<file path="config.mk">
export PLATFORM = sky130hd
export DESIGN_NAME = can_frame_cache_table
export DESIGN_NICKNAME = d
export VERILOG_FILES = /design/src/cfct_pkg.sv /design/src/cfct_table_ram.sv /design/src/cfct_seq.sv /design/src/can_frame_cache_table.sv
export SDC_FILE = /design/constraint.sdc
export NUM_CORES = 2
export LEC_CHECK = 0
export BUFFER_PORTS_ARGS = -buffer_cell sky130_fd_sc_hd__buf_2
export CORE_MARGIN = 2
export CORE_UTILIZATION = 62
export CTS_CLUSTER_DIAMETER = 150
export DETAILED_ROUTE_END_ITERATION = 16
export PLACE_DENSITY = 0.75
export SYNTH_ARGS = -nofsm -noshare
export SYNTH_HDL_FRONTEND = slang
export SYNTH_SLANG_ARGS = --single-unit
</file>
<file path="constraint.sdc">
create_clock -name i_clk -period 27.9 [get_ports i_clk]
set_clock_uncertainty 0.2 [all_clocks]
set_input_delay 5.58 -clock i_clk [delete_from_list [all_inputs] [get_ports i_clk]]
set_output_delay 5.58 -clock i_clk [all_outputs]
set_load 0.02 [all_outputs]
</file>
<file path="src/cfct_pkg.sv">
// ----------------------------------------------------------------------------
// cfct_pkg
// shared types and constants of the can frame cache table
// ----------------------------------------------------------------------------
`default_nettype none

package cfct_pkg;

    localparam int TABLE_DEPTH = 32;
    localparam int IDX_W       = (TABLE_DEPTH > 1) ? $clog2(TABLE_DEPTH) : 1;
    localparam int CNT_W       = $clog2(TABLE_DEPTH + 1);
    localparam int CUR_W       = CNT_W + 8;
    localparam int MAX_BYTES   = 8;
    localparam int ID_W        = 29;
    localparam int DATA_W      = 64;

    typedef enum logic [1:0] {
        FN_UPDATE = 2'd0,
        FN_NEXT   = 2'd1,
        FN_LOOKUP = 2'd2,
        FN_NONE   = 2'd3
    } t_func;

    typedef enum logic [2:0] {
        ST_IDLE,
        ST_SCAN,
        ST_READ,
        ST_CAPTURE,
        ST_FINISH
    } t_state;

    typedef struct packed {
        logic              ext;
        logic [ID_W-1:0]   id;
        logic [DATA_W-1:0] data;
    } t_entry;

    typedef struct packed {
        logic              found;
        logic [ID_W-1:0]   frame_id;
        logic [DATA_W-1:0] frame_payload;
        logic [7:0]        next_cursor;
    } t_result;

    typedef struct packed {
        logic             busy;
        logic [CNT_W-1:0] used;
    } t_status;

endpackage

`default_nettype wire

</file>
<file path="src/cfct_table_ram.sv">
// ----------------------------------------------------------------------------
// cfct_table_ram
// entry storage, one write port and one registered read port
// ----------------------------------------------------------------------------
`default_nettype none

module cfct_table_ram
    import cfct_pkg::*;
(
    input  wire logic             i_clk,
    input  wire logic             i_we,
    input  wire logic [IDX_W-1:0] i_waddr,
    input  wire t_entry           i_wdata,
    input  wire logic             i_re,
    input  wire logic [IDX_W-1:0] i_raddr,
    output t_entry                o_rdata
);

    t_entry r_mem [TABLE_DEPTH];
    t_entry r_rdata;

    always_ff @(posedge i_clk) begin
        if (i_we) begin
            r_mem[i_waddr] <= i_wdata;
        end
    end

    always_ff @(posedge i_clk) begin
        if (i_re) begin
            r_rdata <= r_mem[i_raddr];
        end
    end

    assign o_rdata = r_rdata;

endmodule

`default_nettype wire

</file>
<file path="src/cfct_seq.sv">
// ----------------------------------------------------------------------------
// cfct_seq
// sequencer: scans the table one entry a cycle through a shared key compare
// ----------------------------------------------------------------------------
`default_nettype none

module cfct_seq
    import cfct_pkg::*;
(
    input  wire logic              i_clk,
    input  wire logic              i_rst_n,
    input  wire logic              i_accept,
    input  wire logic [1:0]        i_func,
    input  wire logic [ID_W-1:0]   i_identifier,
    input  wire logic              i_is_extended,
    input  wire logic [7:0]        i_length_code,
    input  wire logic [DATA_W-1:0] i_payload,
    input  wire logic [7:0]        i_cursor,
    input  wire logic              i_out_free,
    output t_status                o_status,
    output logic                   o_res_valid,
    output t_result                o_result
);

    t_state              r_state, n_state;
    t_func               r_func;
    logic [ID_W-1:0]     r_id;
    logic                r_ext;
    logic [DATA_W-1:0]   r_data;
    logic [7:0]          r_cursor;
    logic [IDX_W-1:0]    r_start;
    logic [CNT_W-1:0]    r_used;
    logic [CNT_W-1:0]    r_idx;
    logic                r_pend;
    logic [IDX_W-1:0]    r_pidx;
    logic                r_hit;
    logic [IDX_W-1:0]    r_hit_idx;
    logic [ID_W-1:0]     r_res_id;
    logic [DATA_W-1:0]   r_res_data;

    t_entry              w_rd;
    t_entry              w_wdata;
    logic                w_we;
    logic [IDX_W-1:0]    w_waddr;
    logic                w_re;
    logic [IDX_W-1:0]    w_raddr;
    logic                w_match;
    logic                w_more;
    logic                w_room;
    logic                w_alloc;
    logic [DATA_W-1:0]   w_clip;
    logic [IDX_W-1:0]    w_start;
    logic [CUR_W-1:0]    w_cur_ext;
    logic [CUR_W-1:0]    w_used_ext;
    logic [CUR_W-1:0]    w_inc;
    logic [CUR_W-1:0]    w_ncur;

    cfct_table_ram u_ram (
        .i_clk   (i_clk),
        .i_we    (w_we),
        .i_waddr (w_waddr),
        .i_wdata (w_wdata),
        .i_re    (w_re),
        .i_raddr (w_raddr),
        .o_rdata (w_rd)
    );

    // byte b survives when the length code exceeds b
    always_comb begin
        for (int b = 0; b < MAX_BYTES; b++) begin
            w_clip[b*8 +: 8] = (i_length_code > 8'(b)) ? i_payload[b*8 +: 8] : 8'd0;
        end
    end

    assign w_cur_ext  = {{CNT_W{1'b0}}, i_cursor};
    assign w_used_ext = {8'd0, r_used};
    assign w_start    = (w_cur_ext >= w_used_ext) ? '0 : i_cursor[IDX_W-1:0];
    assign w_inc      = {{(CUR_W-IDX_W){1'b0}}, r_start} + CUR_W'(1);
    assign w_ncur     = (w_inc == w_used_ext) ? '0 : w_inc;

    // shared key compare on the entry read in the previous cycle
    assign w_match = r_pend && (w_rd.id == r_id) && ((r_func == FN_LOOKUP) || (w_rd.ext == r_ext));
    assign w_more  = (r_idx < r_used);
    assign w_room  = (r_used < CNT_W'(TABLE_DEPTH));
    assign w_alloc = (r_func == FN_UPDATE) && !r_hit && w_room;

    // next state
    always_comb begin
        n_state = r_state;
        case (r_state)
            ST_IDLE: begin
                if (i_accept) begin
                    case (t_func'(i_func))
                        FN_UPDATE, FN_LOOKUP: n_state = ST_SCAN;
                        FN_NEXT:              n_state = (r_used == '0) ? ST_FINISH : ST_READ;
                        default:              n_state = ST_FINISH;
                    endcase
                end
            end
            ST_SCAN: begin
                if (w_match || !w_more) begin
                    n_state = ST_FINISH;
                end
            end
            ST_READ:    n_state = ST_CAPTURE;
            ST_CAPTURE: n_state = ST_FINISH;
            ST_FINISH: begin
                if (i_out_free) begin
                    n_state = ST_IDLE;
                end
            end
            default: n_state = ST_IDLE;
        endcase
    end

    // outputs of the sequencer
    always_comb begin
        w_re        = 1'b0;
        w_raddr     = r_idx[IDX_W-1:0];
        w_we        = 1'b0;
        w_waddr     = r_hit ? r_hit_idx : r_used[IDX_W-1:0];
        w_wdata     = '{ext: r_ext, id: r_id, data: r_data};
        o_res_valid = 1'b0;
        case (r_state)
            ST_SCAN: begin
                w_re = !w_match && w_more;
            end
            ST_READ: begin
                w_re    = 1'b1;
                w_raddr = r_start;
            end
            ST_FINISH: begin
                o_res_valid = i_out_free;
                w_we        = i_out_free && (r_func == FN_UPDATE) && (r_hit || w_room);
            end
            default: begin
                w_re = 1'b0;
            end
        endcase
    end

    always_comb begin
        o_result.found         = (r_func == FN_UPDATE) ? (r_hit || w_room) : r_hit;
        o_result.frame_id      = r_res_id;
        o_result.frame_payload = r_res_data;
        o_result.next_cursor   = ((r_func == FN_NEXT) && r_hit) ? w_ncur[7:0] : r_cursor;
    end

    assign o_status = '{busy: (r_state != ST_IDLE), used: r_used};

    always_ff @(posedge i_clk) begin
        if (!i_rst_n) begin
            r_state <= ST_IDLE;
            r_used  <= '0;
        end else begin
            r_state <= n_state;
            if ((r_state == ST_FINISH) && i_out_free && w_alloc) begin
                r_used <= r_used + CNT_W'(1);
            end
        end
    end

    always_ff @(posedge i_clk) begin
        case (r_state)
            ST_IDLE: begin
                if (i_accept) begin
                    r_func     <= t_func'(i_func);
                    r_id       <= i_identifier;
                    r_ext      <= i_is_extended;
                    r_data     <= w_clip;
                    r_cursor   <= i_cursor;
                    r_start    <= w_start;
                    r_idx      <= '0;
                    r_pend     <= 1'b0;
                    r_hit      <= 1'b0;
                    r_res_id   <= '0;
                    r_res_data <= '0;
                end
            end
            ST_SCAN: begin
                if (w_match) begin
                    r_hit     <= 1'b1;
                    r_hit_idx <= r_pidx;
                    r_pend    <= 1'b0;
                    if (r_func == FN_LOOKUP) begin
                        r_res_id   <= w_rd.id;
                        r_res_data <= w_rd.data;
                    end
                end else if (w_more) begin
                    r_pend <= 1'b1;
                    r_pidx <= r_idx[IDX_W-1:0];
                    r_idx  <= r_idx + CNT_W'(1);
                end else begin
                    r_pend <= 1'b0;
                end
            end
            ST_CAPTURE: begin
                r_hit      <= 1'b1;
                r_res_id   <= w_rd.id;
                r_res_data <= w_rd.data;
            end
            default: begin
                r_pend <= r_pend;
            end
        endcase
    end

endmodule

`default_nettype wire

</file>
<file path="src/can_frame_cache_table.sv">
// ----------------------------------------------------------------------------
// can_frame_cache_table
// cache of received can frames keyed by identifier and format, with
// update, round-robin read and identifier lookup
// ----------------------------------------------------------------------------
// scan: update and lookup compare one table entry per cycle through the
//   single read port until a match or the end of the fill; round-robin
//   read passes through the read, capture and finish states
// throughput: one item at a time, the next input transfer is taken once the
//   previous result sits in the output register
// reset: synchronous active low, empties the table (fill count cleared),
//   entry storage itself is not cleared and needs no clearing pass
// ----------------------------------------------------------------------------
`default_nettype none

module can_frame_cache_table
    import cfct_pkg::*;
(
    input  wire logic              i_clk,
    input  wire logic              i_rst_n,
    // input channel
    input  wire logic              i_in_valid,
    output logic                   o_in_stall,
    input  wire logic [1:0]        i_func,
    input  wire logic [ID_W-1:0]   i_identifier,
    input  wire logic              i_is_extended,
    input  wire logic [7:0]        i_length_code,
    input  wire logic [DATA_W-1:0] i_payload,
    input  wire logic [7:0]        i_cursor,
    // result channel
    output logic                   o_out_valid,
    input  wire logic              i_out_stall,
    output logic                   o_found,
    output logic [ID_W-1:0]        o_frame_id,
    output logic [DATA_W-1:0]      o_frame_payload,
    output logic [7:0]             o_next_cursor
);

    t_status           s_status;
    t_result           s_result;
    logic              s_res_valid;
    logic              s_accept;
    logic              s_out_free;

    logic              r_out_valid;
    t_result           r_out;

    // input transfer only while the sequencer sits idle
    assign o_in_stall = s_status.busy;
    assign s_accept   = i_in_valid && !s_status.busy;

    // output register is free when empty or being drained this cycle
    assign s_out_free = !r_out_valid || !i_out_stall;

    cfct_seq u_seq (
        .i_clk         (i_clk),
        .i_rst_n       (i_rst_n),
        .i_accept      (s_accept),
        .i_func        (i_func),
        .i_identifier  (i_identifier),
        .i_is_extended (i_is_extended),
        .i_length_code (i_length_code),
        .i_payload     (i_payload),
        .i_cursor      (i_cursor),
        .i_out_free    (s_out_free),
        .o_status      (s_status),
        .o_res_valid   (s_res_valid),
        .o_result      (s_result)
    );

    // result register, control bit reset, payload loaded on a new result
    always_ff @(posedge i_clk) begin
        if (!i_rst_n) begin
            r_out_valid <= 1'b0;
        end else if (s_res_valid) begin
            r_out_valid <= 1'b1;
        end else if (!i_out_stall) begin
            r_out_valid <= 1'b0;
        end
    end

    always_ff @(posedge i_clk) begin
        if (s_res_valid) begin
            r_out <= s_result;
        end
    end

    assign o_out_valid     = r_out_valid;
    assign o_found         = r_out.found;
    assign o_frame_id      = r_out.frame_id;
    assign o_frame_payload = r_out.frame_payload;
    assign o_next_cursor   = r_out.next_cursor;

    // an accepted item keeps the block busy in the next cycle
    a_busy_after_accept: assert property (@(posedge i_clk) disable iff (!i_rst_n)
        s_accept |=> o_in_stall)
        else $error("input taken while previous item in flight");

    // a new result never overwrites one still waiting
    a_no_overwrite: assert property (@(posedge i_clk) disable iff (!i_rst_n)
        s_res_valid |-> (!r_out_valid || !i_out_stall))
        else $error("result register overwritten");

    // fill count stays within the table
    a_used_bound: assert property (@(posedge i_clk) disable iff (!i_rst_n)
        s_status.used <= CNT_W'(TABLE_DEPTH))
        else $error("entry count beyond table depth");

    // a miss carries no frame
    a_miss_zero: assert property (@(posedge i_clk) disable iff (!i_rst_n)
        (o_out_valid && !o_found) |-> ((o_frame_id == '0) && (o_frame_payload == '0)))
        else $error("frame fields nonzero on a miss");

endmodule

`default_nettype wire
</file>
Word level (Yosys, flattened, before mapping) --
Memories as Yosys holds them, arrays and structs flattened. A register that Yosys moved wholly into a read port is not among the register bits. Cells that the tools add are included.
Cells by class: reduce and logical (&&, ||, !) cells 37, equal/unequal tests 19, add/subtract/negate cells 3, muxes and demuxes 36, bitwise logic cells 1, magnitude comparators 11
Operator list (count):
- 64-bit 2-to-1 mux | 3
- 64-bit case mux with 3 select lines | 1
- 29-bit 2-to-1 mux | 3
- 29-bit case mux with 3 select lines | 1
- 8-bit by 3-bit > comparator with 1-bit output, second input constant | 4
- 29-bit == test | 1
- 6-bit 2-to-1 mux | 3
- 8-bit by 1-bit > comparator with 1-bit output, second input constant | 2
- 8-bit by 2-bit > comparator with 1-bit output, second input constant | 2
- 8-bit 2-to-1 mux | 2
- 3-bit case mux with 5 select lines | 1
- 14-bit by 6-bit == test with 1-bit output | 1
- 6-bit by 1-bit adder with 6-bit output, second input constant | 2
- 3-bit 2-to-1 mux | 4
- 2-bit by 1-bit inequality test with 1-bit output, second input constant | 6
- 6-bit case mux with 2 select lines | 1
- 1-bit logical AND | 11
- 1-bit 2-to-1 mux | 11
- 5-bit 2-to-1 mux | 2
- 3-bit AND reduction | 3
- 8-bit by 6-bit >= comparator with 1-bit output | 1
- 4-bit AND reduction | 2
- 5-bit by 1-bit adder with 6-bit output, second input constant | 1
- 3-bit by 2-bit == test with 1-bit output, second input constant | 2
- other kinds (21) | 37
Storage, ports and cells: output and inout bits 104, memories kept 1, word-level logic and storage cells 135, bits in writable memories 3008, register bits 332, input port bits 116
Memory list:
- u_seq.u_ram.r_mem | depth 32, bits a word 94, read ports 1, clocked after Yosys merged registers in 1, wr ports 1, RTL line cfct_table_ram.sv:19 | t_entry r_mem [TABLE_DEPTH];

Depth between registers and ports, before layout --
depth in word-level cells 7, depth in mapped cells 11, gate-level depth less buffers 8

Modules after synthesis --
From an unflattened synthesis, not the netlist that was laid out.
Second synthesis, totals: cells, all modules 6263, area total of the unflattened synthesis 129794.5 µm²
By module, submodules not included:
- cfct_table_ram | cells each 5508, seq. area each 93149.3 µm², times used 1, area each 117142.3 µm²
- cfct_seq | cells each 648, seq. area each 6786.5 µm², times used 1, area each 9547.9 µm²
- can_frame_cache_table | cells each 107, seq. area each 3083.0 µm², times used 1, area each 3104.2 µm²

Worst setup path before layout --
No wires, ideal clock.
path kind input -> register, start input port i_out_stall, end memory u_seq.u_ram.r_mem[13][0] in the netlist's numbering, enable pin, stages 4, data required time 27.152 ns, setup time 0.548 ns, data arrival time 15.394 ns, setup slack 11.758 ns, buffers on the path 0, cells stage by stage a21oi_1 and3_1 nand2_1 nor2_1
Between the ends: word-level cells in the longest chain between the ends 7
Ends and longest elaborated chain:
- start, declared | RTL line can_frame_cache_table.sv:32 | input wire logic i_out_stall,
- 1-bit logical NOT
- 1-bit logical OR | RTL line can_frame_cache_table.sv:53 | assign s_out_free = !r_out_valid || !i_out_stall;
- 1-bit logical AND (2 in a row) | RTL line cfct_seq.sv:134 | w_we = i_out_free && (r_func == FN_UPDATE) && (r_hit || w_room);
- 1-bit 2-to-1 mux | RTL line cfct_seq.sv:124 | case (r_state)
- 1-bit 2-to-1 mux | RTL line cfct_table_ram.sv:23 | if (i_we) begin
- 1-bit 2-to-1 mux (not written as such) | RTL line cfct_table_ram.sv:24 | r_mem[i_waddr] <= i_wdata;
- end, declared | RTL line cfct_table_ram.sv:19
Every way passes these cells.

Final worst setup path --
start input port i_out_stall, end memory u_seq.u_ram.r_mem[8][66] in the netlist's numbering, enable pin
Same word-level chain as after synthesis.

==> out/summary.txt <==
Worst path top cell family by delay = buffers and inverters
Number of synthesized flops with an enable pin = 3424
FF+latch count, synth = 3434
MaxCap Viol Count = 0
Flop pwr share = 0.516
DRC = 0
Initial DRC Count = 14117
Clock Sink Count = 3434
Final cell count without fillers = 11734
Worst EP arrival = 9.50 ns
Setup crit start = i_out_stall
VDD IR max = 0.0000633 V
Most common cell after layout, fill and taps aside = edfxtp_1
Htree depth = 5
Post-layout min period = 9.13 ns
Core area = 225000 sq um
Nets = 8610
FP Rows = 174
Crit path max fanout = 40
Setup crit start kind = input pin
Highest-count cells in the layout ignoring fill and taps = 3424 x edfxtp_1, 1026 x nand2_1, 526 x mux2i_1, 506 x nand3_1, 493 x mux4_2
All-Layer GR Usage = 0.346
PD cells = 72.8 nW/um^2
CTS clk-pin slew, worst paths = 0.06 ns
Max Root-Sink Buffers = 4
Int Power = 8.66 mW
Detailed Route WL = 401000 microns
Setup Buffers After CTS = 0
Crit. End Element = flip-flop
Slowest cell on the critical path = nor2_4
Combinational power share = 0.091
CP required = 28.27 ns
Worst stage delay on the critical path = 0.80 ns
Skew-Pair Late Insertion Delay = 0.99 ns
Worst path cell trace = buf_2, a21oi_4, buf_4, and3_1, nand2_1, nor2_4, buf_4, buf_4
Final setup TNS = 0 ns
Syn_nets = 8355
Synth Instances = 8224
Slew @ Worst Pin = 1.49 ns
First-pass detailed-route iteration total = 6
CTS tree = built
Asr flop ratio synth = 0
Mapped Area = 140000 sq um
Cell variety after synth = 73
Crit path buffers/inverters = 4
Max_slew headroom = 0.00864
Period utilization = 0.327
Yosys Warn Count = 0
Final hold viol count = 0
Biggest area consumer among synthesized cells = edfxtp_1
Gr ovfl total = 0
Final setup vio count = 0
RSZ-0062 raised after global routing = false
Clk root buf = clkbuf_16
Net Sw Frac = 0.236
Net Switching = 2.67 mW
Die width = 480 microns
Routed WL per cell = 34.2 microns
GP Congestion = 0.901
Initial core utilization = 0.624
Worst setup margin = 18.77 ns
First-pass GRT wire length = 570000 microns
Layout cells sized above 1 = 0.181
# port buffers = 219
Post-cts resize count = 0
Post-synth top area share = 0.732
Hpwl dp = 223000 microns
Vias = 83130
R2r setup slk = 21.47 ns
CP Class = input pin to flip-flop
Slew Viols, Final = 0
CTS Hold Bufs = 0
Crit path top cell by count = buf_4
Worst reg2reg path endpoint = u_seq.u_ram.o_rdata[32]
Static leakage = 50.5 nW
Critical Path Sink = u_seq.u_ram.r_mem[8][66]
R2R depth = 9
Clock buffer count from CTS = 353
Critical R2R Launch = u_seq.r_state[2]
Die Y = 480 microns
Pin count of the biggest net entering global routing = 169
Peak Freq = 0.110 GHz
DIE AREA = 230000 sq um
DP Worst Slack = 17.89 ns
Part of the Yosys area used for sequential elements = 0.734
Outcome = finished, final reports clean
Initial antenna violation count = 21
Mean Syn Cell Area = 17.1 sq um
P&R area growth vs syn = 10.9%
Vias in the first global route = 80807
Vias/cell = 7.08
Stages on worst setup path = 8
Hold crit path type = flip-flop to flip-flop
Routed Antenna Nets = 0
Synth Flop Type = edfxtp_1
Placed cells = 11116
Synth top area cells = edfxtp_1 73%, mux4_2 7.9%, mux2i_1 3.8%
Clock share of power = 0.393
Ports = 220
## stage by stage
| stage | instance area, sq um | hold WS [ns] | power [mW] | util |
|---|---|---|---|---|
| after floorplan | 140000 | 0.200 | 6.56 | - |
| after global placement | 145000 | 0.201 | 6.93 | 0.645 |
| final | 156000 | 0.216 | 11.3 | 0.693 |
| after global routing | 156000 | 0.221 | 11.6 | 0.692 |
| after CTS | 156000 | 0.213 | 11.3 | 0.692 |
| after detailed placement | 145000 | 0.205 | 6.96 | 0.645 |
## power groups by stage
stage	clock, mW	sequential, mW	combinational [mW]
2_1_floorplan	0	5.96	0.598
3_3_place_gp	0	5.95	0.979
3_5_place_dp	0	5.96	0.999
4_1_cts	4.48	5.85	1.01
5_1_grt	4.68	5.85	1.07
6_report	4.45	5.85	1.03
## logic make-up after synthesis
logic type	after synthesis	synth area share
mux	1126	0.125
simple gates	2105	0.0707
compound gates	928	0.0472
buf+inv	570	0.0187
xor+xnor	46	0.00287
fa+ha+maj	15	0.00134
flops	3434	0.734
## state kept, by name, summed over array words and instances (netlist names), 2 cells and up
signal and cells:
o_frame_id 29, o_frame_payload 64, o_next_cursor 8, u_seq.r_cursor 8
u_seq.r_data 64, u_seq.r_func 2, u_seq.r_hit_idx 5, u_seq.r_id 29
u_seq.r_idx 6, u_seq.r_pidx 5, u_seq.r_res_data 64, u_seq.r_res_id 29
u_seq.r_start 5, u_seq.r_state 3, u_seq.r_used 6, u_seq.u_ram.o_rdata 94
u_seq.u_ram.r_mem 3008
## synthesized netlist by cell type (all sizes together) (32+ instances only)
| cell | n |
|---|---|
| nand3 | 506 |
| mux4 | 493 |
| a22oi | 93 |
| o21ai | 97 |
| nand4 | 52 |
| nand2 | 1027 |
| a32oi | 98 |
| nor2b | 173 |
| nor3 | 67 |
| edfxtp | 3424 |
| o22ai | 32 |
| a211oi | 250 |
| a21oi | 97 |
| mux2i | 527 |
| xnor2 | 43 |
| o2111ai | 35 |
| a221oi | 35 |
| nor2 | 62 |
| and2 | 128 |
| clkbuf | 275 |
| buf | 275 |
| mux2 | 106 |
| a31oi | 104 |
## cell type report
class                           instances  area (sq um)
Antenna cell                            7          17.5
Clock buffer                          434          9250
Clock inverter                        177          1410
Fill cell                           13753         69200
Inverter                               20          80.1
Multi-Input combinational cell       4220         35200
Sequential cell                      3434        103000
Tap cell                             2992          3740
Timing Repair Buffer                  450          3020
## routing by layer
metal | vias up | track usage | share of wire | routed length (microns)
met3 | 980 | 0.103 | 0.15 | 59500
met4 | 12 | 0.142 | 0.044 | 17600
met5 | - | 0 | 0.00031 | 123
met1 | 42045 | 0.487 | 0.36 | 143000
li1 | 33362 | - | - | -
met2 | 6731 | 0.513 | 0.45 | 181000
## worst min-delay path by stage
stage / start / to / cells after the start
2_1_floorplan: u_seq.r_res_id[0] / o_frame_id[0] / 0
3_3_place_gp: u_seq.r_res_id[20] / o_frame_id[20] / 0
6_report: u_seq.r_pidx[0] / u_seq.r_hit_idx[0] / 0
5_1_grt: u_seq.r_res_id[21] / o_frame_id[21] / 0
3_5_place_dp: u_seq.r_res_id[22] / o_frame_id[22] / 0
4_1_cts: u_seq.r_res_id[21] / o_frame_id[21] / 0
(Power assumes the default switching activity.)
